## config.mk

```make
export PLATFORM = sky130hd
export DESIGN_NAME = fbbe_div
export DESIGN_NICKNAME = d
export VERILOG_FILES = /design/src/sv/fbbe_div.sv
export SDC_FILE = /design/constraint.sdc
export NUM_CORES = 1
export LEC_CHECK = 0
export ABC_CLOCK_PERIOD_IN_PS = 11900
export BUFFER_PORTS_ARGS = -buffer_cell sky130_fd_sc_hd__buf_2
export CAP_MARGIN = 20
export CORE_MARGIN = 1.5
export CORE_UTILIZATION = 59
export CTS_BUF_LIST = sky130_fd_sc_hd__clkbuf_2
export CTS_CLUSTER_SIZE = 14
export DETAILED_ROUTE_END_ITERATION = 12
export PLACE_DENSITY = 0.93
export SLEW_MARGIN = 20
export SYNTH_ARGS = -nofsm -noshare
export SYNTH_HDL_FRONTEND = slang
export SYNTH_SLANG_ARGS = --single-unit
```

## constraint.sdc

```tcl
create_clock -name clk -period 11.9 [get_ports clk]
set_input_delay 2.38 -clock clk [delete_from_list [all_inputs] [get_ports clk]]
set_output_delay 2.38 -clock clk [all_outputs]
set_load 0.01 [all_outputs]
```

## src/sv/fbbe_div.sv

```systemverilog
// Restoring divider, one quotient bit per cycle; the quotient must fit QW bits.
// Depends on nothing; the top level uses one per axis for the unit bond.
module fbbe_div #(
  parameter int NW = 62,
  parameter int DW = 33,
  parameter int QW = 31
) (
  input  logic          clk,
  input  logic          rst,
  input  logic          start,
  input  logic [NW-1:0] dividend,
  input  logic [DW-1:0] divisor,
  output logic          done,
  output logic [QW-1:0] quot
);

  localparam int CW = $clog2(QW + 1);

  logic [DW-1:0] d_r;
  logic [DW-1:0] rem;
  logic [CW-1:0] cnt;
  logic          busy;
  logic [DW:0]   t;
  logic          fits;

  // Shift in the next dividend bit; the low register turns into the quotient
  assign t    = {rem, quot[QW-1]};
  assign fits = (t >= {1'b0, d_r});

  always_ff @(posedge clk) begin
    if (rst) begin
      busy <= 1'b0;
      done <= 1'b0;
      cnt  <= '0;
    end else begin
      done <= 1'b0;
      if (start) begin
        d_r  <= divisor;
        rem  <= DW'(dividend[NW-1:QW]);
        quot <= dividend[QW-1:0];
        cnt  <= CW'(QW);
        busy <= 1'b1;
      end else if (busy) begin
        rem  <= fits ? DW'(t - {1'b0, d_r}) : t[DW-1:0];
        quot <= {quot[QW-2:0], fits};
        cnt  <= cnt - 1'b1;
        if (cnt == CW'(1)) begin
          busy <= 1'b0;
          done <= 1'b1;
        end
      end
    end
  end

endmodule

```

Word level (Yosys, flattened, before mapping)
Cells that the tools add are included. Widths: inputs -> output; s select.

Word-level logic and storage cells: 28. Bits of input ports: 98. Register bits after elaboration: 104. Output and inout bits: 32.

Equal/unequal tests: 1. Reductions and logical operators: 4. Mux-type cells: 11. Add/sub/neg operators: 2. Bitwise gates (word level): 2. $lt $le $gt $ge: 1.

Operators by type and width (number): $mux 31 (3); $mux 33 (2); $ge 34x33->1 (1); $sub 33x33->33 (1); $mux 5 (2); $eq 5x1->1 const B (1); $sub 5x1->5 const B (1); $mux 1 (4); $reduce_and 2->1 (2); $reduce_or 3->1 (1); $not 1->1 (2); $reduce_bool 2->1 (1).

Logic depth before layout (Yosys ltp)
Depth after elaboration: 4. Mapped depth: 15. Gate-level depth less buffers: 13.

Worst setup path after synthesis
OpenSTA, ideal clock, no wires.

Kind: input -> register. From: input start. To: register quot[0], enable pin. Setup slack: 5.662 ns. Cell stages on the path: 4. Buffers on the path: 2. Arrival: 5.750 ns. Data required time: 11.412 ns. Library setup time: 0.488 ns. Path through: clkbuf_1 clkbuf_1 nor2_1 nor2_1.

Word-level cells in the longest chain between the ends: 2.

Ends and longest elaborated chain: start, declared (line 10) `input logic start,`; $reduce_bool 2->1 (no source line); $reduce_and 2->1 (no source line); end signal, assigned (line 40) `quot <= dividend[QW-1:0];`; end signal, assigned (line 45) `quot <= {quot[QW-2:0], fits};`; end, declared (line 14) `output logic [QW-1:0] quot`.

No other way between the ends. A chain may end at the register's enable or synchronous reset.

Worst setup path after layout
From: input start. To: register rem[16], enable pin.

Word-level cells in the longest chain between the ends: 2.

Ends and longest elaborated chain: $reduce_bool 2->1 (no source line); $reduce_and 2->1 (no source line); end signal, assigned (line 39) `rem <= DW'(dividend[NW-1:QW]);`; end signal, assigned (line 44) `rem <= fits ? DW'(t - {1'b0, d_r}) : t[DW-1:0];`; end, declared (line 20) `logic [DW-1:0] rem;`.

No other way between the ends.

==> results.md <==
Floorplan
* 10300 µm² — Core ar.
* 0.606 — initial core utilization
* 11200 µm² — die footprint
* 130 — count of boundary I/O pins
* 37 — cell row count
* 106 µm — Die Ht
* 106 µm — die boundary width

Clocking
* built — TritonCTS clock tree
* 104 — number of sinks on the clock net
* 3 — H-Tree Level Count
* 620 ps — worst-skew pair later-pin latency
* 9 — CTS Buf Count
* 2 — buffer levels on the longest clock path
* 0 — Setup Fix Bufs, Post-CTS
* 0 — count of instances resized after the clock tree is built
* 310 ps — Clock transition at path regs
* clkbuf_2 — buffer cell driving the clock tree root
* 0 — cts hold-fix bufs

Global routing
* 0 — total global routing overflow
* 4931 — number of global-route vias before repair
* 0.259 — Global Route Usage Sum
* 70 — largest net degree at the start of global routing
* 1 — initial antenna violation count
* 22800 µm — first-pass GRT wire length

Detailed routing
* 0 — Post-route DRC
* 0 — antenna violation net count after detailed routing
* 5.88 — detail-routed via count per cell
* 5 — first-pass detailed-route iteration total
* 16.9 µm — wire length per cell
* 14100 µm — WL final
* 4901 — routed vias
* 253 — Iteration-0 DRC Markers

Synth
* edfxtp_1 — leading register cell type out of synthesis
* 0.0699 — proportion of synthesized area in mux cells
* 570 — count of mapped cells out of synthesis
* 704 — Mapped Nets
* 0 — async set-reset flop share out of synthesis
* 0.0392 — XOR/XNOR Fraction of Synth Area
* 0 — Synthesis Warnings
* 0.102 — simple-gate area share of the yosys netlist
* 0.466 — post-synth top area share
* 0.177 — compound-cell area share of the yosys netlist
* edfxtp_1, inv_1, nand2_1 — leading post-synthesis cells by instance count
* 104 — FF+latch count, synth
* 97 — number of synthesized flops with an enable pin
* edfxtp_1, ha_1, mux2_2, a21oi_1, inv_1 — biggest area contributors in the synthesized netlist
* 0.488 — fraction of the yosys area taken by sequential cells
* 67 — unique cell type count in the Yosys netlist
* compound AO/OA/AOI/OAI gates — combinational family with the most area after synthesis
* edfxtp_1 — count leader, synth
* 6250 µm² — netlist area before placement
* 11.0 µm² — Avg Cell Area, Syn
* 0.0733 — adder and majority gate portion of the synthesized area
* edfxtp_1 — library cell with the largest summed area after synthesis

Worst setup path
* 64 — peak fanout along the critical path
* 4500 ps — data arrival at the endpoint of the critical path
* 12 — R2R cell count
* 12160 ps — data required time at the worst endpoint
* in2reg — kind of critical path
* primary input — kind of start point of the critical path
* flop — endpoint class of the critical path
* 8200 ps — Register-to-Register Setup Slack

STA
* 599 ps — Worst Hold Slack
* false — RSZ-0062 raised after global routing
* 4240 ps — min cycle time layout
* 0 — Final setup viols
* 52.5 ps — worst-case clock skew
* 0 — hold violation total from the final report
* 0.356 — post-route fraction of the period consumed by the critical path
* 0.417 — Slew HR
* 0 — fin. max-slew vios
* 872 ps — actual transition at the worst max-transition pin
* 0.236 GHz — highest achievable clock rate
* 0 ps — summed negative setup slack over all endpoints

Power
* 106 µV — Peak supply drop
* 2.94 nW — leakage power figure
* 134 nW/µm² — power density relative to cell area

Worst hold path
* reg2reg — type of the most critical hold path
* 1 — cell depth of the worst min-delay path

Run
* 0 — max-cap viol count

Run status
* complete, no violations — result of the run

Placed design
* 0.857 — Placer Congestion
* 129 — number of input and output port buffers inserted
* 10300 µm — Detailed Place HPWL
* 6970 µm² — cell area reported after detailed placement

Layout
* 7110 µm² — final standard cell area without fillers
* 0.689 — final core utilization
* 825 — post-layout net count
* 13.7% — Area Growth Syn to Fin
* 0.293 — layout cells sized above 1

[registers in the layout, indices dropped and copies added (netlist names)]
name	flops
cnt	5
rem	33
quot	31
d_r	33
busy	1
done	1
[through the flow]
stage | worst slack [ps] | total power, mW | instances
6_report | 7660 | 0.955 | 833
5_1_grt | 7490 | 1.00 | 833
4_1_cts | 7690 | 0.959 | 832
3_5_place_dp | 7010 | 0.777 | 816
3_3_place_gp | 7150 | 0.760 | 816
2_1_floorplan | 5660 | 0.711 | 570
[report_power, final]
part	internal, mW	total, mW	switching (mW)
Combinational	0.135	0.315	0.180
Clock	0.0538	0.182	0.129
Sequential	0.442	0.458	0.0169
[final timing paths]
| kind | startpoint | endpoint |
|---|---|---|
| worst max register to register | quot[30] | rem[13] |
| worst min-delay path | busy | done |
| worst max-delay path | start | rem[16] |
| worst min register to register | busy | done |
[cell type report]
cell class / count / area (µm²)
Fill cell: 804 / 3220
Sequential cell: 104 / 3050
Multi-Input combinational cell: 395 / 2890
Timing Repair Buffer: 133 / 676
Inverter: 48 / 180
Tap cell: 136 / 170
Clock inverter: 7 / 88.8
Clock buffer: 9 / 45.0
Antenna cell: 1 / 2.50
[kinds of logic (layout without fill, tap and decap cells)]
logic type,after synthesis,in the layout
buf+inv,71,197
simple gates,128,128
flops,104,104
other cells,0,1
fa+ha+maj,36,36
compound gates,164,164
mux,39,39
xor+xnor,28,28
[per-layer routing]
metal	wire length, µm	vias to the layer above	track usage
met3	1120	18	0.0705
met4	199	0	0.0763
met5	0	-	0
met1	5510	2323	0.305
li1	-	2358	-
met2	7230	202	0.462
[cell usage in the layout (no fill, tap or decap), types with 6 or more instances in the layout]
cell type / count
nor2_1: 29
edfxtp_1: 97
o211ai_1: 9
xnor2_1: 18
a21oi_1: 39
clkbuf_2: 9
dfxtp_1: 7
xor2_1: 10
nor3_1: 12
o21ai_1: 22
inv_1: 47
a211oi_1: 6
ha_1: 35
buf_2: 129
a21o_1: 13
o21bai_1: 7
o21ai_0: 14
nand2_1: 44
o21a_1: 21
mux2_2: 37
[critical path, stage by stage]
cell and delay, ps:
buf_2 70, buf_4 580, nor2_1 170, nor2_4 700, buf_4 550
(Power assumes the default switching activity.)
