[src/sv/fbbe_smul.sv]
// Bit-serial unsigned shift-add multiplier, one multiplier bit per cycle.
// Depends on nothing; used by the top level for every product.
module fbbe_smul #(
  parameter int AW = 32,
  parameter int BW = 32
) (
  input  logic             clk,
  input  logic             rst,
  input  logic             start,
  input  logic [AW-1:0]    a,
  input  logic [BW-1:0]    b,
  output logic             done,
  output logic [AW+BW-1:0] prod
);

  localparam int CW = $clog2(BW + 1);

  logic [AW-1:0] a_r;
  logic [AW-1:0] hi;
  logic [BW-1:0] lo;
  logic [CW-1:0] cnt;
  logic          busy;
  logic [AW:0]   step_sum;

  // Add the multiplicand when the low bit is set, then shift right
  assign step_sum = {1'b0, hi} + (lo[0] ? {1'b0, a_r} : '0);
  assign prod     = {hi, lo};

  always_ff @(posedge clk) begin
    if (rst) begin
      busy <= 1'b0;
      done <= 1'b0;
      cnt  <= '0;
    end else begin
      done <= 1'b0;
      if (start) begin
        a_r  <= a;
        hi   <= '0;
        lo   <= b;
        cnt  <= CW'(BW);
        busy <= 1'b1;
      end else if (busy) begin
        hi  <= step_sum[AW:1];
        lo  <= {step_sum[0], lo[BW-1:1]};
        cnt <= cnt - 1'b1;
        if (cnt == CW'(1)) begin
          busy <= 1'b0;
          done <= 1'b1;
        end
      end
    end
  end

endmodule

[config.mk]
export PLATFORM = sky130hd
export DESIGN_NAME = fbbe_smul
export DESIGN_NICKNAME = d
export VERILOG_FILES = /design/src/sv/fbbe_smul.sv
export SDC_FILE = /design/constraint.sdc
export NUM_CORES = 1
export LEC_CHECK = 0
export ABC_CLOCK_PERIOD_IN_PS = 4700
export BUFFER_PORTS_ARGS = -buffer_cell sky130_fd_sc_hd__buf_4
export CORE_UTILIZATION = 55
export DETAILED_ROUTE_END_ITERATION = 8
export HOLD_SLACK_MARGIN = 0.02
export PLACE_DENSITY_LB_ADDON = 0.08
export SYNTH_ARGS = -nofsm -noshare
export SYNTH_HDL_FRONTEND = slang
export SYNTH_SLANG_ARGS = --single-unit
[constraint.sdc]
create_clock -name clk -period 4.7 [get_ports clk]
set_input_delay 0.47 -clock clk [delete_from_list [all_inputs] [get_ports clk]]
set_output_delay 0.47 -clock clk [all_outputs]
set_load 0.05 [all_outputs]
; ---- Word level (Yosys, flattened, before mapping)
; Index checks and enable logic that the tools add are counted.
[op_classes]
add_sub_neg = 2
mul = 0
div = 0
order_cmp = 0
eq_ne = 1
shift = 0
muxes = 10
bitwise_logic = 2
n_reduce_logical = 5
[ops]
columns = operator, n
row1 = $mux W32, 4
row2 = $add A32 B32 Y33, 1
row3 = $mux W6, 2
row4 = $eq A6 B1 Y1 const B, 1
row5 = $sub A6 B1 Y6 const B, 1
row6 = $mux W1, 4
row7 = $reduce_and A2 Y1, 2
row8 = $reduce_or A3 Y1, 1
row9 = $not A1 Y1, 2
row10 = $reduce_bool A2 Y1, 1
row11 = $reduce_or A2 Y1, 1
[totals]
ff_bits = 104
latch_bits = 0
mem_bits_rw = 0
mem_bits_ro = 0
input_bits = 67
out_inout_bits = 65
word_cells = 27
n_memories = 0

; ---- Longest topological paths before layout
; Gate-level depths: netlist of run 1.
[depth]
word_depth = 4
ltp_mapped = 11
ltp_nobuf = 10

; ---- Least setup slack after synthesis of run 1
; No wires, ideal clock.
[synth_path]
path_kind = in2reg
from = in start
to = reg hi[0], enable pin
setup_ns = 0.488
arrival_ns = 3.512
t_required_ns = 4.212
path_slack_ns = 0.699
path_stages = 4
n_path_buf = 2
path_cell_list = clkbuf_8 -> clkbuf_8 -> nor2_1 -> nor2_1
[synth_between]
elab_chain_len = 2
[synth_rtl]
columns = element, line_no
row1 = start: declaration, 9  ; input logic start,
row2 = $reduce_bool A2 Y1 (no line), -
row3 = $reduce_and A2 Y1 (no line), -
row4 = end signal: assignment, 43  ; hi <= step_sum[AW:1];
row5 = end: declaration, 19  ; logic [AW-1:0] hi;
; Every way passes these cells.
; A chain may end at the register's enable or synchronous reset.

; ---- Worst setup path in the final report of run 1
[layout_path]
from = reg lo[0]
to = reg hi[29], data pin
[layout_between]
elab_chain_len = 3
[layout_rtl]
columns = element, line_no
row1 = start: declaration, 20  ; logic [BW-1:0] lo;
row2 = start signal: assignment, 44  ; lo <= {step_sum[0], lo[BW-1:1]};
row3 = $mux W32, 26  ; assign step_sum = {1'b0, hi} + (lo[0] ? {1'b0, a_r} : '0);
row4 = $add A32 B32 Y33, 26
row5 = $mux W32, 42  ; end else if (busy) begin
; Every way passes these cells. The select of a mux whose other input is x is not followed.

==> flow_summary_export.csv, run 1 <==
group,metric,value,unit
timing,hold_vio_cnt_final,0,
floorplan,initial_utilization,56.7,%
timing,fin_worst_hold_slack,0.237,ns
global_route,first_pass_grt_wire_length,20400,um
synth,synth-edff-count,96,
timing,slew_limit_fails,0,
synth,yosys-top-cells-area,"edfxtp_1, ha_1, mux2_2, nor2_1, and2_1",
floorplan,io-pin-count,132,
synth,synth.ff_latch_count,104,
clock_network,cts-buffers-inserted,9,
clock_network,clock_tree.root_cell,"clkbuf_8",
detailed_routing,drc,0,
global_route,maximum_number_of_pins_on_one_net_before_global_route_repair,76,
critical_path,setup.worst_path.start,"lo[0]",
synth,ys_top_cells_by_count,"edfxtp_1, nor2_1, nand2_1",
clock_network,path_clk_slew,0.12,ns
detailed_routing,vias_per_cell,5.53,
global_route,number_of_global_route_vias_before_repair,4201,
clock_network,post-cts-setup-buffer-count,0,
detailed_routing,postRouteAntennaNets,0,
clock_network,cts_buffer_depth,2,
critical_path,capture_instance_of_the_worst_register_to_register_path,"hi[29]",
synth,synth_area_leader_cell,"edfxtp_1",
flow_run,drv.max_cap_violation_count,0,
cells_and_area,final_cells,777,
detailed_routing,detailroute.via_count,4294,
placement,dpl-instance-area,6950,um^2
global_route,grt_remaining_overflow,0,
power_and_ir_drop,clockPowerShare,26.4,%
synth,synth_area,5860,um^2
power_and_ir_drop,switching_share,32.3,%
clock_network,clk_latency,0.40,ns
floorplan,floorplan.rows,37,
critical_path,worstReg2RegStart,"lo[0]",
cells_and_area,design_area,7180,um^2
floorplan,die-area,11100,um^2
synth,synth_largest_type_area_fraction,49.2,%
synth,synth-main-ff-cell,"edfxtp_1",
clock_network,clkSinkCount,104,
power_and_ir_drop,power.density_cell_area,343,nW/um^2
critical_path,worst-endpoint-arrival,3.71,ns
timing,final_period_minus_worst_setup_slack,3.56,ns
clock_network,htree_num_levels,3,
power_and_ir_drop,design_power_total,2.47,mW
timing,fin_crit_sh,75.7,%
timing,relSlewSlack,35.6,%
timing,timing.fmax,281,MHz
detailed_routing,drt_iter0_drc,218,
cells_and_area,finalNetCount,738,
detailed_routing,dr_wl_cell,16.2,um
global_route,antenna_violations_before_repair,0,
detailed_routing,drt_pass1_iterations,4,
clock_network,tritoncts,"yes",
timing,grt_setup_unrepaired,"false",
power_and_ir_drop,power.static_leakage,2.90,nW
critical_path,crit_path_class,"reg2reg",
global_route,overall_global_routing_resource_usage,23.8,%
placement,place_hpwl,8780,um
detailed_routing,drt-total-wl,12600,um
synth,synthCells,507,
power_and_ir_drop,share_seq_of_total_power,46.1,%
synth,synth_cell_types,56,
cells_and_area,fraction_of_final_layout_cells_sized_beyond_drive_strength_1,31.4,%
floorplan,fp.dieH,105,um
synth,fraction_of_the_yosys_area_taken_by_sequential_cells,52.0,%
placement,numPlacedInstances,761,
clock_network,post_cts_resized,0,
min_path,worst_hold_path_type,"in2reg",
synth,synth_fp_nets,609,
clock_network,postCtsHoldBufs,0,
critical_path,crit_path_max_fanout,33,
floorplan,design.core.area,10300,um^2
floorplan,die_width,105,um
cells_and_area,synthToLayoutAreaGrowth,22.7,%
synth,syn_area_per_cell,11.5,um^2
placement,globalplace.congestion,0.930,
timing,timing.setup.tns,0,ns
timing,fin_skew,0.0195,ns
power_and_ir_drop,switching_power,0.797,mW
synth,postSynth.asyncResetShare,0,%
critical_path,worstPathRequired,4.85,ns
timing,finish_stage_setup_viols,0,
synth,yosys.cell_count.top_type,"edfxtp_1",
outcome,outcome,"finished, final reports clean",
critical_path,rrSetupSlack,1.14,ns
critical_path,r2r.worst_path.cells,10,
critical_path,critical_path.startpoint_type,"flop",
timing,worstMarginPinSlew,0.963,ns
critical_path,endpoint_class_of_the_critical_path,"flop",
synth,yosys_warnings,0,
power_and_ir_drop,share_comb_of_total_power,27.4,%
critical_path,endpoint,"hi[29]",
placement,numPortBuffers,131,
cells_and_area,antenna_cells_inserted,0,
power_and_ir_drop,power_report.internal_total,1.67,mW
power_and_ir_drop,vdd_drop_max,0.000354,V
## critical path, stage by stage, from the launching register on
cell and delay (ns):
edfxtp_1 0.78, and2_1 0.30, ha_1 0.21, fa_1 0.41
a21oi_1 0.25, o211a_1 0.23, o21ai_4 0.09, a21oi_2 0.19
o221ai_4 0.17, a2111oi_4 0.33, mux2_1 0.35
## how the worst min path moves through the flow
stage	endpoint	slack [ns]	startpoint	cells after the start
after CTS	a_r[3]	0.21	a[3]	1
after detailed placement	cnt[1]	0.49	cnt[1]	2
after global placement	cnt[0]	0.47	cnt[0]	2
after floorplan	cnt[0]	0.46	cnt[0]	2
final	a_r[3]	0.24	a[3]	1
after global routing	a_r[5]	0.21	a[5]	1
## layout by cell type, fill, tap and decap left out, drive strengths merged, types with 3 or more instances in the layout
cell type,n
edfxtp,96
buf,132
a31oi,5
o211a,3
a211oi,7
nand2,35
nor2b,9
xor2,12
dfxtp,8
nor4,4
and2,34
a21oi,32
o211ai,4
nor2,63
clkbuf,9
a21boi,3
inv,15
o21ai,22
mux2,38
nor3,10
a21o,7
and3,4
o21a,3
nand2b,3
o21bai,6
nand3,9
ha,34
xnor2,12
## kinds of logic (layout without fill, tap and decap cells)
family                   count (synthesis)  in the layout  synth area share [%]
AND/OR/NAND/NOR                        177            177                  14.6
AO/OA/AOI/OAI                          104            104                  12.8
XOR/XNOR                                24             24                  3.59
flip-flops                             104            104                  52.0
adder cells (fa/ha/maj)                 35             35                  7.61
multiplexers                            38             38                  7.37
buffers and inverters                   25            159                  2.07
## state kept, by name, indices dropped and copies added, names as in the netlist
register and flops:
done 1, cnt 6, a_r 32, busy 1
hi 32, lo 32
## power groups by stage
stage,clock [mW],combinational (mW),sequential [mW]
finish,0.652,0.677,1.14
global route,0.701,0.731,1.15
CTS,0.671,0.676,1.14
detailed placement,0,0.672,1.16
global placement,0,0.662,1.16
floorplan,0,0.346,1.30
## layout make-up
type                       count  area (um^2)
fill                         786         3140
sequential                   104         3040
multi-input combinational    378         2710
timing repair buffer         132          991
tap                          136          170
clock buffer                   9          124
clock inverter                 7          109
inverter                      11         41.3
## per-stage QoR
step / worst slack (ns) / utilization, %
finish: 1.14 / 69.6
global route: 0.876 / 69.6
floorplan: 0.699 / -
CTS: 1.10 / 69.6
detailed placement: 1.11 / 67.3
global placement: 1.19 / 67.3
## layer usage
metal / vias up / part of all wire (%) / GRT usage, %
met2: 135 / 47 / 37.3
met5: - / 0 / 0
met4: 0 / 1.0 / 7.85
met3: 11 / 6.9 / 8.30
li1: 2118 / - / -
met1: 2030 / 45 / 30.7
Power figures use the tool's default switching activity.
==> run 2: changes to the inputs <==
ABC_CLOCK_PERIOD_IN_PS = 3500   (was 4700)
clock period = 3.5 ns   (was 4.7 ns; I/O delays follow)
==> flow_summary_export.csv, run 2 (synthesis results as in run 1) <==
group,metric,value,unit
critical_path,worst-endpoint-arrival,3.26,ns
clock_network,cts_buffer_depth,2,
min_path,worst_hold_path_type,"in2reg",
clock_network,clkSinkCount,104,
timing,fin_worst_hold_slack,0.126,ns
clock_network,cts-buffers-inserted,9,
floorplan,initial_utilization,56.7,%
detailed_routing,detailroute.via_count,4356,
power_and_ir_drop,switching_power,1.04,mW
global_route,overall_global_routing_resource_usage,23.7,%
critical_path,crit_path_max_fanout,16,
clock_network,htree_num_levels,3,
timing,grt_setup_unrepaired,"false",
critical_path,critical_path.startpoint_type,"flop",
clock_network,post_cts_resized,0,
detailed_routing,drt_pass1_iterations,4,
floorplan,floorplan.rows,37,
clock_network,post-cts-setup-buffer-count,0,
global_route,first_pass_grt_wire_length,20400,um
cells_and_area,synthToLayoutAreaGrowth,22.5,%
timing,hold_vio_cnt_final,0,
placement,place_hpwl,9060,um
critical_path,endpoint_class_of_the_critical_path,"flop",
clock_network,path_clk_slew,0.10,ns
timing,slew_limit_fails,0,
global_route,maximum_number_of_pins_on_one_net_before_global_route_repair,43,
power_and_ir_drop,power_report.internal_total,2.11,mW
detailed_routing,drc,0,
clock_network,clock_tree.root_cell,"clkbuf_8",
cells_and_area,antenna_cells_inserted,0,
timing,fin_skew,0.0164,ns
detailed_routing,drt_iter0_drc,224,
timing,finish_stage_setup_viols,0,
power_and_ir_drop,power.static_leakage,2.89,nW
detailed_routing,vias_per_cell,5.57,
cells_and_area,fraction_of_final_layout_cells_sized_beyond_drive_strength_1,31.7,%
clock_network,clk_latency,0.39,ns
placement,numPortBuffers,131,
power_and_ir_drop,share_seq_of_total_power,48.3,%
detailed_routing,dr_wl_cell,16.0,um
outcome,outcome,"finished, final reports clean",
power_and_ir_drop,share_comb_of_total_power,29.1,%
detailed_routing,postRouteAntennaNets,0,
global_route,grt_remaining_overflow,0,
floorplan,fp.dieH,105,um
power_and_ir_drop,design_power_total,3.15,mW
cells_and_area,top_regs,"a_r: 32 flops, hi: 32 flops, lo: 32 flops",
floorplan,design.core.area,10300,um^2
power_and_ir_drop,switching_share,33.0,%
floorplan,die-area,11100,um^2
flow_run,drv.max_cap_violation_count,0,
cells_and_area,finalNetCount,743,
timing,timing.setup.tns,0,ns
cells_and_area,final_core_util,69.5,%
timing,relSlewSlack,63.4,%
power_and_ir_drop,power.density_cell_area,440,nW/um^2
placement,globalplace.congestion,0.939,
timing,fin_crit_sh,89.1,%
timing,timing.fmax,321,MHz
floorplan,die_width,105,um
clock_network,postCtsHoldBufs,0,
global_route,antenna_violations_before_repair,0,
clock_network,tritoncts,"yes",
timing,final_period_minus_worst_setup_slack,3.12,ns
detailed_routing,drt-total-wl,12500,um
global_route,number_of_global_route_vias_before_repair,4301,
critical_path,worstPathRequired,3.64,ns
power_and_ir_drop,clockPowerShare,22.5,%
timing,worstMarginPinSlew,0.549,ns
critical_path,crit_path_class,"reg2reg",
cells_and_area,most-common-layout-cells,"buf_4, edfxtp_1, nor2_1",
cells_and_area,layout_commonest_cell,"buf_4",
floorplan,io-pin-count,132,
power_and_ir_drop,vdd_drop_max,0.000309,V
[run 2: changes by cell type in the layout (fill, tap and decap cells not counted), sizes merged]
cell / before / now
clkinvlp: 0 / 3
bufinv: 2 / 0
inv: 15 / 13
clkinv: 1 / 0
buf: 132 / 137
clkbuf: 9 / 11
[run 2: critical path: stages (launching register included)]
cell and delay [ns]:
edfxtp_1 0.41, buf_4 0.21, and2_1 0.18, fa_1 0.44, a21oi_1 0.25, o211a_1 0.24
o21ai_4 0.09, a21oi_2 0.20, o221ai_4 0.17, a2111oi_4 0.32, mux2_1 0.35
[run 2: per-stage QoR]
step                cells  worst slack (ns)  instance area (um^2)
floorplan             507             0.172                  5860
global placement      766             0.471                  6990
detailed placement    766             0.391                  6990
CTS                   782             0.368                  7170
global route          782             0.183                  7170
finish                782             0.380                  7170
[run 2: layout make-up]
type,count,area (um^2)
sequential,104,3040
inverter,11,41.3
clock inverter,5,40.0
tap,136,170
clock buffer,11,141
fill,784,3150
multi-input combinational,378,2710
timing repair buffer,137,1030
[run 2: layer usage]
metal	up-vias	GRT usage [%]	part of all wire, %
li1	2137	-	-
met1	2056	29.6	43
met2	147	37.9	47
met3	16	7.61	8.2
met4	0	9.86	2.0
met5	-	0	0
[run 2: power by group through the flow]
stage / Clock [mW] / Combinational [mW] / Sequential, mW
3_3_place_gp: 0 / 0.900 / 1.55
6_report: 0.710 / 0.919 / 1.52
4_1_cts: 0.727 / 0.918 / 1.52
3_5_place_dp: 0 / 0.914 / 1.55
5_1_grt: 0.767 / 0.994 / 1.53
2_1_floorplan: 0 / 0.465 / 1.74
[run 2: worst paths after layout]
check	start	to	slack, ns	cells past startpoint
max	lo[0]	hi[29]	0.38	10
min	a[28]	a_r[28]	0.13	1
max reg2reg	lo[0]	hi[29]	0.38	10
min reg2reg	cnt[0]	cnt[0]	0.51	2
==> run 3: changes to the inputs <==
REMOVE_ABC_BUFFERS = 1   (was not set)
==> flow_summary_export.csv, run 3 (synthesis results as in run 1) <==
group,metric,value,unit
cells_and_area,fraction_of_final_layout_cells_sized_beyond_drive_strength_1,31.6,%
clock_network,post_cts_resized,0,
global_route,antenna_violations_before_repair,0,
floorplan,design.core.area,10300,um^2
global_route,use_met1,30.6,%
cells_and_area,final_cells,782,
floorplan,floorplan.rows,37,
clock_network,clock_tree.root_cell,"clkbuf_8",
placement,place_hpwl,9460,um
floorplan,initial_utilization,56.7,%
placement,numPortBuffers,131,
timing,worstMarginPinSlew,0.625,ns
power_and_ir_drop,vdd_drop_max,0.000348,V
clock_network,htree_num_levels,3,
global_route,number_of_global_route_vias_before_repair,4444,
timing,finish_stage_setup_viols,0,
timing,final_period_minus_worst_setup_slack,3.13,ns
detailed_routing,postRouteAntennaNets,0,
outcome,outcome,"finished, final reports clean",
clock_network,path_clk_slew,0.11,ns
critical_path,critical_path.startpoint_type,"flop",
cells_and_area,design_area,7180,um^2
placement,globalplace.congestion,0.853,
cells_and_area,finalNetCount,743,
critical_path,worstPathRequired,3.65,ns
clock_network,cts-buffers-inserted,9,
min_path,worst_hold_path_type,"in2reg",
min_path,min_from,"a[30]",
cells_and_area,final_core_util,69.5,%
timing,fin_crit_sh,89.3,%
power_and_ir_drop,power.density_cell_area,440,nW/um^2
clock_network,post-cts-setup-buffer-count,0,
timing,timing.fmax,320,MHz
timing,hold_vio_cnt_final,0,
detailed_routing,drt_iter0_drc,216,
min_path,timing.hold.worst_endpoint,"a_r[30]",
timing,grt_setup_unrepaired,"false",
global_route,maximum_number_of_pins_on_one_net_before_global_route_repair,54,
cells_and_area,filler_cell_count,776,
global_route,grt_most_used_layer,"met2",
detailed_routing,drc,0,
detailed_routing,drt-total-wl,12800,um
cells_and_area,top_regs,"a_r: 32 flops, hi: 32 flops, lo: 32 flops",
detailed_routing,drt_pass1_iterations,5,
critical_path,crit_path_max_fanout,4,
global_route,overall_global_routing_resource_usage,24.5,%
critical_path,worst-endpoint-arrival,3.28,ns
placement,numPlacedInstances,766,
cells_and_area,antenna_cells_inserted,0,
min_path,min_delay_path_depth,1,
timing,relSlewSlack,58.4,%
placement,dpl-instance-area,7000,um^2
cells_and_area,synthToLayoutAreaGrowth,22.6,%
clock_network,clkSinkCount,104,
cells_and_area,most-common-layout-cells,"buf_4, edfxtp_1, nor2_1",
global_route,grt_remaining_overflow,0,
flow_run,drv.max_cap_violation_count,0,
critical_path,path_buf_inv,0,
clock_network,cts_buffer_depth,2,
clock_network,tritoncts,"yes",
global_route,grt_util_met2,40.0,%
global_route,met3_use_gr,7.92,%
detailed_routing,dr_wl_cell,16.3,um
critical_path,capture_instance_of_the_worst_register_to_register_path,"hi[29]",
floorplan,die-area,11100,um^2
detailed_routing,detailroute.via_count,4337,
critical_path,rrSetupSlack,0.37,ns
critical_path,cp_max_stage_delay,0.43,ns
critical_path,worstReg2RegStart,"lo[0]",
timing,fin_skew,0.0127,ns
global_route,first_pass_grt_wire_length,21100,um
critical_path,critical-path-top-delay-family,"compound AO/OA/AOI/OAI gates",
clock_network,postCtsHoldBufs,0,
critical_path,critical_path.slowest_cell,"edfxtp_1",
timing,slew_limit_fails,0,
floorplan,die_width,105,um
critical_path,r2r.worst_path.cells,10,
critical_path,timing.critical_path.cells,"and2_1 > ha_1 > fa_1 > a21oi_1 > o211a_1 > o21ai_4 > a21oi_2 > o221ai_4 > a2111oi_4 > mux2_1",
power_and_ir_drop,power.static_leakage,2.90,nW
floorplan,fp.dieH,105,um
clock_network,clk_latency,0.39,ns
detailed_routing,vias_per_cell,5.55,
critical_path,crit_path_class,"reg2reg",
cells_and_area,layout_commonest_cell,"buf_4",
floorplan,io-pin-count,132,
critical_path,endpoint_class_of_the_critical_path,"flop",
==> run 3: power breakdown <==
group / leakage, nW / internal [mW] / total, mW / switching, mW
registers: 0.984 / 1.48 / 1.52 / 0.0475
clock network: 0.0908 / 0.265 / 0.708 / 0.443
logic: 1.83 / 0.355 / 0.927 / 0.571
total: 2.90 / 2.10 / 3.16 / 1.06
==> run 3: worst max path at each step <==
stage	slack, ns	end	startpoint	cells past startpoint
5_1_grt	0.20	hi[25]	lo[0]	10
2_1_floorplan	-0.15	hi[0]	busy	2
4_1_cts	0.39	hi[29]	lo[0]	10
3_3_place_gp	0.49	hi[29]	lo[0]	10
6_report	0.37	hi[29]	lo[0]	10
3_5_place_dp	0.42	hi[29]	lo[0]	10
==> run 3: layer usage <==
| layer | routed length (um) | vias up |
|---|---|---|
| met5 | 0 | - |
| met4 | 182 | 0 |
| met3 | 894 | 19 |
| met2 | 6200 | 130 |
| met1 | 5470 | 2062 |
| li1 | - | 2126 |
==> run 3: layout make-up <==
| cell class | count | area, um^2 | share of cell area, % |
|---|---|---|---|
| inverters | 11 | 41.3 | 0.575 |
| well taps | 136 | 170 | 2.37 |
| clock inverters | 7 | 53.8 | 0.749 |
| repair buffers | 137 | 1040 | 14.5 |
| clock buffers | 9 | 124 | 1.73 |
| multi-input cells | 378 | 2710 | 37.7 |
| flip-flops and latches | 104 | 3040 | 42.4 |
==> run 3: stage by stage <==
stage / hold WS (ns) / TNS (ns) / worst slack, ns / total power [mW]
CTS: 0.108 / 0 / 0.389 / 3.19
global route: 0.0942 / 0 / 0.197 / 3.31
finish: 0.127 / 0 / 0.374 / 3.16
detailed placement: 0.487 / 0 / 0.420 / 2.47
floorplan: 0.422 / -9.40 / -0.147 / 2.19
global placement: 0.470 / 0 / 0.490 / 2.46
