File: config.mk
export PLATFORM = sky130hd
export DESIGN_NAME = fbbe_sqrt
export DESIGN_NICKNAME = d
export VERILOG_FILES = /design/src/sv/fbbe_sqrt.sv
export SDC_FILE = /design/constraint.sdc
export NUM_CORES = 1
export LEC_CHECK = 0
export ABC_AREA = 1
export BUFFER_PORTS_ARGS = -buffer_cell sky130_fd_sc_hd__clkbuf_2
export CORE_MARGIN = 4
export CORE_UTILIZATION = 50
export CTS_CLUSTER_SIZE = 12
export DETAILED_ROUTE_END_ITERATION = 16
export PLACE_DENSITY = 0.73
export SLEW_MARGIN = 30
export SYNTH_ARGS = -nofsm -noshare
export SYNTH_HDL_FRONTEND = slang
export SYNTH_SLANG_ARGS = --single-unit
File: constraint.sdc
create_clock -name clk -period 6.3 [get_ports clk]
set_input_delay 0 -clock clk [delete_from_list [all_inputs] [get_ports clk]]
set_output_delay 0 -clock clk [all_outputs]
set_load 0.03 [all_outputs]
File: src/sv/fbbe_sqrt.sv
// Digit-by-digit integer square root, one result bit per cycle.
// Depends on nothing; the top level uses it for the bond length.
module fbbe_sqrt #(
  parameter int RW = 33
) (
  input  logic            clk,
  input  logic            rst,
  input  logic            start,
  input  logic [2*RW-1:0] radicand,
  output logic            done,
  output logic [RW-1:0]   root
);

  localparam int CW = $clog2(RW + 1);

  logic [2*RW-1:0] rad;
  logic [RW:0]     rem;
  logic [CW-1:0]   cnt;
  logic            busy;
  logic [RW+2:0]   t;
  logic [RW+2:0]   trial;
  logic            fits;

  // Bring down two radicand bits and try the next root bit
  assign t     = {rem, rad[2*RW-1 -: 2]};
  assign trial = {1'b0, root, 2'b01};
  assign fits  = (t >= trial);

  always_ff @(posedge clk) begin
    if (rst) begin
      busy <= 1'b0;
      done <= 1'b0;
      cnt  <= '0;
    end else begin
      done <= 1'b0;
      if (start) begin
        rad  <= radicand;
        rem  <= '0;
        root <= '0;
        cnt  <= CW'(RW);
        busy <= 1'b1;
      end else if (busy) begin
        rad  <= {rad[2*RW-3:0], 2'b00};
        rem  <= fits ? (RW+1)'(t - trial) : t[RW:0];
        root <= {root[RW-2:0], fits};
        cnt  <= cnt - 1'b1;
        if (cnt == CW'(1)) begin
          busy <= 1'b0;
          done <= 1'b1;
        end
      end
    end
  end

endmodule

**Yosys cells after proc, flatten, opt, wreduce, memory -nomap -nowiden**

Index checks and enable logic that the tools add are counted.

- Add/subtract/negate cells: 2
- Order comparisons: 1
- Equal/unequal tests: 1
- Muxes and demuxes: 11
- Bitwise logic cells: 2
- Reductions and logical operators: 4

Operators with widths:

| cell | count |
|---|---|
| $mux 66 | 2 |
| $mux 34 | 2 |
| $ge 36x35->1 | 1 |
| $sub 34x34->34 | 1 |
| $mux 33 | 1 |
| $mux 6 | 2 |
| $eq 6x1->1 const B | 1 |
| $sub 6x1->6 const B | 1 |
| $mux 1 | 4 |
| $reduce_or 3->1 | 1 |
| $not 1->1 | 2 |
| $reduce_and 2->1 | 1 |
| $reduce_bool 2->1 | 1 |
| $reduce_or 2->1 | 1 |

- Register bits after elaboration: 141
- Input bits: 69
- Output and inout port bits: 34
- Word-level logic and storage cells: 28

**Logic depth before layout (Yosys ltp)**

Gate-level depths: netlist of the first run.

- Word-level depth: 4
- Gate-level depth with buffers: 17
- Gate-level depth less buffers: 17

**Worst setup path before layout of the first run**

Ideal clock, no wire load.

- Path kind: register to register
- Start point: register busy
- End point: register rad[0], enable pin
- Library setup time: 0.628 ns
- Arrival time: 6.150 ns
- Required time: 5.672 ns
- Path slack: -0.478 ns
- Cell stages (with the launch flop): 4
- Buffers on the path: 1
- Clock period less this slack: 6.778 ns
- Cell sequence: dfxtp_1 -> clkbuf_1 -> nor2_1 -> nor2_1

- Word-level cells in the longest chain between the ends: 2

Ends and longest elaborated chain:

| what | line | text |
|---|---|---|
| from (decl) | 19 | `logic busy;` |
| from (signal assigned) | 31 | `busy <= 1'b0;` |
| from (signal assigned) | 41 | `busy <= 1'b1;` |
| from (signal assigned) | 48 | `busy <= 1'b0;` |
| $reduce_bool 2->1 (no source line) | n/a |  |
| $reduce_and 2->1 (no source line) | n/a |  |
| to (signal assigned) | 37 | `rad <= radicand;` |
| to (signal assigned) | 43 | `rad <= {rad[2*RW-3:0], 2'b00};` |
| to (decl) | 16 | `logic [2*RW-1:0] rad;` |

No other way between the ends.
A chain may end at the register's enable or synchronous reset.

**Final worst setup path of the first run**

- Start point: register rem[18]
- End point: register rem[33], data pin

- Word-level cells in the longest chain between the ends: 3
- Elaborated cells between the ends (all ways): 4
- Those cells by class: add/sub (1); order compare (1); mux (2)

Ends and longest elaborated chain:

| what | line | text |
|---|---|---|
| from (decl) | 17 | `logic [RW:0] rem;` |
| from (signal assigned) | 44 | `rem <= fits ? (RW+1)'(t - trial) : t[RW:0];` |
| $sub 34x34->34 or $ge 36x35->1 (tied branches) | 44, 27 |  |
| $mux 34 * | 44 |  |
| $mux 34 * | 42 | `end else if (busy) begin` |

Mark *: on every way between the ends. The rest lies on a longest branch, timed or not. The select of a mux whose other input is x is not followed.

==> results of run 1 <==
==> flip-flops by register name, indices dropped and copies added, names as in the netlist <==
| signal | count |
|---|---|
| root | 33 |
| busy | 1 |
| cnt | 6 |
| rad | 66 |
| done | 1 |
| rem | 34 |
==> cell usage in the layout (no fill, tap or decap), types with 17 or more instances in the layout <==
master         Yosys  final
a21oi_1           23     23
clkbuf_16          0     17
clkbuf_2           0    101
dlygate4sd3_1      0     67
edfxtp_1         133    133
ha_1              37     37
inv_1            164    164
nand2_1          535    535
nand3_1           21     21
nor2_1           143    142
xnor2_1           18     18
==> power by group through the flow <==
stage / logic (mW) / registers [mW] / clock network [mW]
2_1_floorplan: 0.481 / 1.19 / 0
3_3_place_gp: 0.652 / 1.17 / 0
3_5_place_dp: 0.657 / 1.17 / 0
4_1_cts: 0.694 / 1.15 / 1.05
5_1_grt: 0.798 / 1.16 / 1.09
6_report: 0.698 / 1.15 / 1.04
==> area by class of cell <==
cell class | instances | area [um2]
clock buffer | 18 | 429.2
clock inverter | 13 | 163.9
fill | 1463 | 6178
inverter | 169 | 634.4
multi-input combinational | 833 | 3759
sequential | 141 | 4154
tap | 220 | 275.3
timing repair buffer | 174 | 1225
==> cell families after synthesis <==
kind of cell	after synthesis
adders and majority gates	37
xor gates and xnor gates	20
AOI/OAI and AO/OA	34
and+or+nand+nor	742
buffers and inverters	198
DFF	141
==> worst max path at each step <==
stage | cells past startpoint | endpoint | slack (ps)
finish | 11 | rem[33] | 3470
global route | 12 | rem[33] | 3100
global placement | 12 | rem[33] | 3550
CTS | 12 | rem[33] | 3470
floorplan | 3 | rad[0] | 1780
detailed placement | 12 | rem[33] | 3480
==> metal layers <==
layer	wire, um	share of wire	GRT usage	up-vias
met1	9556	0.44	0.3002	3423
met5	0	0	0	-
met2	10370	0.48	0.3758	220
met4	458	0.021	0.07445	0
met3	1151	0.053	0.05249	36
li1	-	-	-	3945
==> worst max-delay path, stage by stage, from the launching register on <==
cell and delay [ps]:
edfxtp_1 410, ha_1 370, nand2_1 130, nor2_2 170, nand2_1 110, nor2_1 160
nand3_1 110, nand4_2 300, buf_4 530, nand3_1 140, nand2_1 90, inv_1 40
==> through the flow <==
stage	instance area [um2]	hold slack, ps	power (mW)
floorplan	8686	164.9	1.675
global placement	9373	256.4	1.823
detailed placement	9373	266.0	1.830
CTS	10640	2.976	2.898
global route	10640	9.342	3.054
finish	10640	9.068	2.891
==> cells in the mapped netlist, types with 2 or more instances <==
master / number / area, um2
o21ai_0: 5 / 25.02
nor2_2: 5 / 31.28
buf_8: 2 / 30.03
nand3_1: 21 / 105.1
ha_1: 37 / 462.9
nor2_1: 143 / 536.8
inv_2: 5 / 18.77
nand2_2: 2 / 12.51
xnor2_1: 18 / 157.7
inv_1: 164 / 615.6
dfxtp_1: 8 / 160.2
o21bai_1: 2 / 15.01
nand2_1: 535 / 2008
xor2_1: 2 / 17.52
nor4_1: 3 / 18.77
nand3b_1: 9 / 67.56
a21oi_1: 23 / 115.1
nand4_1: 7 / 43.79
clkbuf_1: 21 / 78.83
and2_1: 2 / 12.51
edfxtp_1: 133 / 3994
buf_2: 4 / 20.02
nor3_1: 10 / 50.05
==> metrics.cfg, run 1 <==
[worst_setup_path]
reg2reg_slack_ps=3470
cp_max_fo=54
critPathCaptureType=flip-flop
r2r-start=rem[18]
worst_r2r_path_depth=11
cp-start-kind=flip-flop
timing.rr.end=rem[33]
cp.required_ps=6500
arrival_ps=3040
path_class=reg2reg
crit_start=rem[18]

[global_route]
grt_max_degree=101
antenna_found_initial=0
grt_pass1_wl_um=36090
grtUsageTotal=0.2285
first_global_vias=7442
overflow=0

[synth]
ys_types=34
synthArstFlopShare=0
synth_compound_area_frac=0.02118
synth_nets=1278
syn_area_um2=8683
synth.area.mux_share=0
syn_avg_cell_area_um2=7.409
yosys_warnings=0
ys_ff_latch=141
synth_xor_area_frac=0.02017
synth_ff_type=edfxtp_1
synth-seq-area-share=0.4784
synth_fa_ha_area_frac=0.05331
synth-simple-area-share=0.3373
synth-edff-count=133
synth_cells=1172
synth_top_family_by_area=simple AND/OR/NAND/NOR gates

[power_and_ir_drop]
switching_share=0.3106
p_leak_nw=5.482
p_seq_frac=0.399
power_density_nw_per_um2=271.7
power_switching_uw=898.0
p_clk_frac=0.359
vdd_ir_drop_max_v=0.0002123
pwr-share-comb=0.242
intPower_mw=1.993

[cells_and_area]
area_growth_pct=22.54
fin_nets=1442
final_util=0.6326
instances_no_fill=1568
antenna_cells=0
layout-drive-gt1-share=0.1135

[die]
die_h_um=139.8
die_x_um=139.8
dieArea_um2=19540
std_cell_rows=47
coreArea_um2=16820
start_util=0.5163
io_pins=103

[clock_network]
cts_hold_buffers=67
root_buffer=clkbuf_16
clockBufferDepth=2
cts_setup_buffers=0
clkLatencyLatePin_ps=440
htreeDepth=4
ctsResizeCount=0
clkSinkCount=141
clk_pin_slew_ps=70
cts_tree=yes
cts_made_buffers=17

[placement]
dp.cells=1470
gp_congestion=0.9779
dp_slack_ps=3476
hpwlAfterDp_um=14020
port_buffers=102

[timing]
finalMaxSlewViolations=0
period_share=0.4498
period_needed_ps=2834
finClkSkew_ps=18.92
relSlewSlack=0.4018
fmax_mhz=352.9
setup_tns_ps=0
fin_ws_ps=3466
rsz0062_at_grt=no
hold_viol_final=0
worst_slew_pin_slew_ps=897.4
setup_viol=0

[route]
drt_wl_total_um=21540
via_per_inst=4.862
dr_total_vias=7624
drc_errors=0
dr.pass1.iters=5
antenna_left=0
wl_per_cell_um=13.74
drt_iter0_drc=543

[min_path]
hold_class=in2reg
min_path_cells=2
worstHoldStart=start
hold_end=root[15]

[job]
cap_violations=0

[status]
outcome=finished clean

Power figures use the tool's default switching activity.
==> run 2: changes to the inputs <==
ABC_AREA = 0   (was 1)
PLACE_DENSITY = 0.71   (was 0.73)
clock period = 2.79 ns   (was 6.3 ns; I/O delays follow)
==> run 2 against run 1 <==
  * Cell area decreased by 1.3%
  * Sequential power grew 130%
  * Routed wire length is 11% lower
  * First-iteration DRC count down 27%
  * Critical path depth shrank 2
  * Cell count fell by 27%
  * Clock skew decreased by 7.8 ps
  * Largest cell class unchanged
  * Largest power group unchanged
  * Highest routed layer unchanged
==> metrics.cfg, run 2 <==
[die]
std_cell_rows=45
start_util=0.5137
dieArea_um2=17810
coreArea_um2=15310
io_pins=103
die_h_um=133.4
die_x_um=133.4

[clock_network]
root_buffer=clkbuf_16
htreeDepth=4
clockBufferDepth=2
clk_pin_slew_ps=60
cts_made_buffers=17
clkSinkCount=141
clkLatencyLatePin_ps=430
cts_tree=yes

[worst_setup_path]
slowest_delay_ps=520
critPathCaptureType=flip-flop
path_class=reg2reg
cp.required_ps=3080
crit_chain=ha_4 -> and3_4 -> and4_1 -> a21bo_1 -> nand4_1 -> nand2_4 -> o21a_4 -> or4_1 -> nand3_1
arrival_ps=2970
cp_max_fo=8
cp-start-kind=flip-flop
crit_slowest_cell=or4_1

[timing]
worst_slew_pin_slew_ps=670.3
hold_viol_final=0
period_needed_ps=2677
setup_viol=0
relSlewSlack=0.5531
finClkSkew_ps=11.12
period_share=0.9594
finalMaxSlewViolations=0
setup_tns_ps=0
fmax_mhz=373.6

[synth]
synth.top_cells.by_count=edfxtp_1 (133), nor2_1 (74), nand2_1 (65), mux2_2 (64), a21oi_1 (52)
ys_types=67
ys_ff_latch=141
syn_avg_cell_area_um2=11.24
synth_ff_type=edfxtp_1
yosys.cell_count.top_type=edfxtp_1
synth.largest_area_cell=edfxtp_1
synth-edff-count=133
synth_nets=806
yosys_warnings=0
synth_cells=700
synth.top_cell.area_share=0.5076
synthTopCellsByArea=edfxtp_1 (51%), mux2_2 (9.2%), ha_1 (5.9%)
synthArstFlopShare=0
syn_area_um2=7868
synth-seq-area-share=0.5280

[global_route]
grt_pass1_wl_um=31490
grt_max_degree=85
grtUsageTotal=0.2196
first_global_vias=6487
antenna_found_initial=0
overflow=0

[power_and_ir_drop]
vdd_ir_drop_max_v=0.0005272
finalPower_mw=6.624
power_density_nw_per_um2=630.9
p_leak_nw=4.270

[route]
drt_iter0_drc=398
drt_wl_total_um=19070
antenna_left=0
via_per_inst=5.389
dr_total_vias=6170
drc_errors=0
wl_per_cell_um=16.65
dr.pass1.iters=5

[cells_and_area]
area_growth_pct=33.44
layout_common_cells=edfxtp_1 (133), clkbuf_2 (101), nor2_1 (70)
largestRegisters=rad x66, rem x34, root x33
fill_cells=1129
fin_nets=1027
top_register=rad
final_util=0.6855
layout-drive-gt1-share=0.3276
antenna_cells=0
largest_reg_flops=66
final_common_cell=edfxtp_1

[placement]
gp_congestion=0.9407
port_buffers=102
hpwlAfterDp_um=12330

[min_path]
hold_class=in2reg

[job]
cap_violations=0

[status]
outcome=finished clean

==> run 2: cell count changes in the layout (fill, tap and decap cells not counted), moves of 10 or more <==
cell,delta
a21o_1,+10
a21oi_1,+26
buf_4,+53
ha_1,-11
inv_1,-128
mux2_2,+64
nand2_1,-470
nand3_1,-12
nor2_1,-72
o21ai_0,+12
==> run 2: report_power, final <==
part	switching [mW]	internal (mW)	leakage, nW	total, mW
sequential	0.0831	2.54	1.35	2.62
clock	0.951	1.34	0.284	2.29
combinational	0.918	0.798	2.64	1.72
==> run 2: stage by stage <==
stage | setup slack (ps) | cell area (um2) | instances | hold WS, ps
after floorplan | -10.68 | 7895 | 700 | 203.8
after global placement | -48.30 | 8989 | 1040 | 293.1
after detailed placement | -125.6 | 8989 | 1040 | 299.5
after CTS | 7.571 | 10300 | 1140 | 396.8
after global routing | -17.09 | 10500 | 1145 | 406.3
final | 113.4 | 10500 | 1145 | 409.3
==> run 2: repair_timing <==
item / in CTS / in global routing
setup buffers: 0 / 5
endpoints found under the hold margin: 74 / 0
endpoints found under the setup margin: 23 / 30
gates resized for setup: 11 / 28
hold buffers: 68 / 0
gates cloned: 0 / 0
pin swaps: 1 / 10
==> run 2: routing by layer <==
metal | up-vias | share of wire | GRT usage
li1 | 2992 | - | -
met1 | 2987 | 0.43 | 0.2687
met2 | 151 | 0.50 | 0.3742
met3 | 40 | 0.048 | 0.06005
met4 | 0 | 0.025 | 0.07943
met5 | - | 0 | 0
==> run 2: final cells by class <==
type,instances,area [um2],area share
multi-input cells,492,3654,0.3480
flip-flops and latches,141,4158,0.3960
clock inverters,14,158.9,0.01514
repair buffers,231,1693,0.1612
clock buffers,18,429.2,0.04088
inverters,38,142.6,0.01359
well taps,211,264.0,0.02515
==> run 2: final timing paths <==
kind | startpoint | endpoint | slack [ps] | depth (start not counted)
worst min-delay path | radicand[12] | rad[12] | 410 | 3
worst min register to register | busy | cnt[1] | 540 | 1
worst max register to register | rem[5] | rem[33] | 110 | 9
worst max-delay path | rem[5] | rem[33] | 110 | 9
==> run 2: critical path: cells and delay by family, from the launching register on <==
family | cells | cell delay (ps)
and+or+nand+nor | 6 | 1270
AOI/OAI and AO/OA | 2 | 500
adders and majority gates | 1 | 330
DFF | 1 | 450
==> run 2: logic make-up (layout without fill, tap and decap cells) <==
| kind of cell | Yosys count | in the layout | synth area share |
|---|---|---|---|
| AO/OA/AOI/OAI | 138 | 138 | 0.1163 |
| adder cells (fa/ha/maj) | 37 | 37 | 0.05884 |
| multiplexers | 66 | 66 | 0.09415 |
| XOR/XNOR | 33 | 33 | 0.03674 |
| buffers and inverters | 67 | 301 | 0.03499 |
| flip-flops | 141 | 141 | 0.5280 |
| AND/OR/NAND/NOR | 218 | 218 | 0.1310 |
==> run 3: changes to the inputs <==
--- a/config.mk
+++ b/config.mk
@@ -10,6 +10,6 @@
 export CORE_MARGIN = 4
-export CORE_UTILIZATION = 50
+export CORE_UTILIZATION = 55
 export CTS_CLUSTER_SIZE = 12
 export DETAILED_ROUTE_END_ITERATION = 16
-export PLACE_DENSITY = 0.71
+export PLACE_DENSITY = 0.77
 export SLEW_MARGIN = 30
==> constraint.sdc (replaced) <==
create_clock -name clk -period 2.79 [get_ports clk]
set_input_delay 0.4185 -clock clk [delete_from_list [all_inputs] [get_ports clk]]
set_output_delay 0.4185 -clock clk [all_outputs]
set_load 0.03 [all_outputs]
==> run 3 against run 2 <==
  * Worst hold slack worse by 130 ps
  * Die area is 8.6% lower
  * Combinational power is 3% lower
  * Critical path depth rose by 2
  * Clock power fell by 7%
  * Cell count decreased by 9.1%
  * Cell area is 6.6% lower
  * First-iteration DRC count rose by 3.8%
  * Total power decreased by 3.2%
  * Fmax fell by 2.7%
  * Register-to-register slack worse by 70 ps
  * Via count fell by 4.2%
  * Critical path type unchanged
  * Largest cell class unchanged
==> metrics.cfg, run 3 (synthesis results as in run 2) <==
[placement]
gp_congestion=0.9396
hpwlAfterDp_um=12410
port_buffers=102

[worst_setup_path]
critPathCaptureType=flip-flop
cp-start-kind=flip-flop
timing.rr.end=rem[33]
crit_chain=inv_2 -> ha_4 -> o211ai_1 -> o21bai_1 -> o311ai_1 -> a31oi_2 -> o2111ai_2 -> a2111oi_2 -> buf_4 -> or4_1 -> nand3_1
cp.required_ps=3080
crit_slowest_cell=or4_1
arrival_ps=3040
worst_r2r_path_depth=11
slowest_delay_ps=460
path_class=reg2reg
cpLargestDelayFamily=compound AO/OA/AOI/OAI gates
reg2reg_slack_ps=40
r2r-start=root[10]
cp_max_fo=5
crit_buf_inv=2

[clock_network]
clkSinkCount=141
clk_pin_slew_ps=60
clockBufferDepth=2
root_buffer=clkbuf_16
clkLatencyLatePin_ps=420
cts_tree=yes
cts_made_buffers=17
htreeDepth=4

[timing]
setup_viol=0
relSlewSlack=0.6699
setup_tns_ps=0
period_needed_ps=2751
hold_viol_final=0
rsz0062_at_grt=yes
worst_slew_pin_slew_ps=490.9
finClkSkew_ps=7.711
finalMaxSlewViolations=0
fmax_mhz=363.4
period_share=0.9862

[power_and_ir_drop]
power_switching_mw=1.894
vdd_ir_drop_max_v=0.0004210
finalPower_mw=6.412
intPower_mw=4.519
power_density_nw_per_um2=654.3
pwr-share-comb=0.261
p_leak_nw=3.958
p_clk_frac=0.330
p_seq_frac=0.409
switching_share=0.2953

[min_path]
hold_end=rad[0]
hold_class=in2reg
worstHoldStart=radicand[0]
min_path_cells=2

[route]
antenna_left=0
dr_total_vias=5908
drt_wl_total_um=18070
wl_per_cell_um=17.36
dr.pass1.iters=5
drt_iter0_drc=413
drc_errors=0
via_per_inst=5.675

[die]
std_cell_rows=43
start_util=0.5646
io_pins=103
die_x_um=127.6
die_h_um=127.6
dieArea_um2=16280
coreArea_um2=13930

[global_route]
grtUsageTotal=0.2220
first_global_vias=6077
overflow=0
grt_max_degree=74
grt_pass1_wl_um=29000
antenna_found_initial=0

[cells_and_area]
antenna_cells=0
largest_reg_flops=66
fill_cells=989
largestRegisters=rad x66, rem x34, root x33
area_growth_pct=24.57
layout-drive-gt1-share=0.3600
top_register=rad
layout_common_cells=edfxtp_1 (133), clkbuf_2 (101), nor2_1 (71)
fin_nets=954
final_common_cell=edfxtp_1

[job]
cap_violations=0

[status]
outcome=finished clean

==> run 3: cell count changes in the layout (fill, tap and decap cells not counted), moves of 3 or more <==
cell,before,now
ha_1,26,23
clkinv_2,1,5
dlygate4sd3_1,68,0
buf_4,58,50
inv_6,5,2
a211oi_2,4,1
clkinv_4,1,4
ha_4,7,11
a211oi_1,6,9
==> run 3: worst register-to-register path, cell delays in order, from the launching register on <==
cell,delay [ps]
edfxtp_1,400
inv_2,100
ha_4,220
o211ai_1,240
o21bai_1,150
o311ai_1,360
a31oi_2,100
o2111ai_2,240
a2111oi_2,100
buf_4,150
or4_1,460
nand3_1,90
==> run 3: metal layers <==
metal / share of wire / up-vias / GRT usage
met5: 0 / - / 0
met1: 0.41 / 2855 / 0.2728
met4: 0.023 / 0 / 0.09176
met3: 0.070 / 33 / 0.06773
li1: - / 2858 / -
met2: 0.49 / 162 / 0.3661
==> run 3: power groups by stage <==
stage / Combinational (mW) / Sequential [mW] / Clock, mW
2_1_floorplan: 1.02 / 2.69 / 0
6_report: 1.67 / 2.62 / 2.12
3_5_place_dp: 1.50 / 2.65 / 0
5_1_grt: 1.84 / 2.64 / 2.24
3_3_place_gp: 1.47 / 2.65 / 0
4_1_cts: 1.53 / 2.61 / 2.14
==> run 3: worst max path at each step <==
stage	from	endpoint	slack, ps	cells after the start
3_5_place_dp	root[5]	rem[30]	-50	11
5_1_grt	root[12]	rem[33]	-120	11
6_report	root[10]	rem[33]	40	11
4_1_cts	root[12]	rem[33]	10	11
2_1_floorplan	start	rad[0]	-320	4
3_3_place_gp	root[6]	rem[33]	-20	11
==> run 3: cell type report <==
type	count	area, um2	share of cell area
sequential	141	4154	0.4238
multi-input combinational	492	3714	0.3789
tap	180	225.2	0.02298
clock inverter	14	118.9	0.01213
timing repair buffer	158	1017	0.1038
inverter	38	142.6	0.01455
clock buffer	18	429.2	0.04379
==> run 3: what timing repair did <==
action                     4_1_cts  5_1_grt
hold buffers                     0        0
setup endpoints to repair        8       33
gates resized for setup          5       46
buffers inserted                 1        7
cloned                           0        1
pin swaps                        2       21
==> run 3: stage by stage <==
stage | hold slack [ps] | area (um2) | setup slack (ps) | instances | utilization
final | 276.2 | 9801 | 38.53 | 1041 | 0.7033
after global routing | 274.2 | 9801 | -120.0 | 1041 | 0.7033
after CTS | 263.8 | 9474 | 10.76 | 1033 | 0.6799
after detailed placement | 530.5 | 8904 | -52.16 | 1000 | 0.6390
after global placement | 502.3 | 8904 | -20.27 | 1000 | 0.6390
after floorplan | 488.2 | 7915 | -319.4 | 700 | -
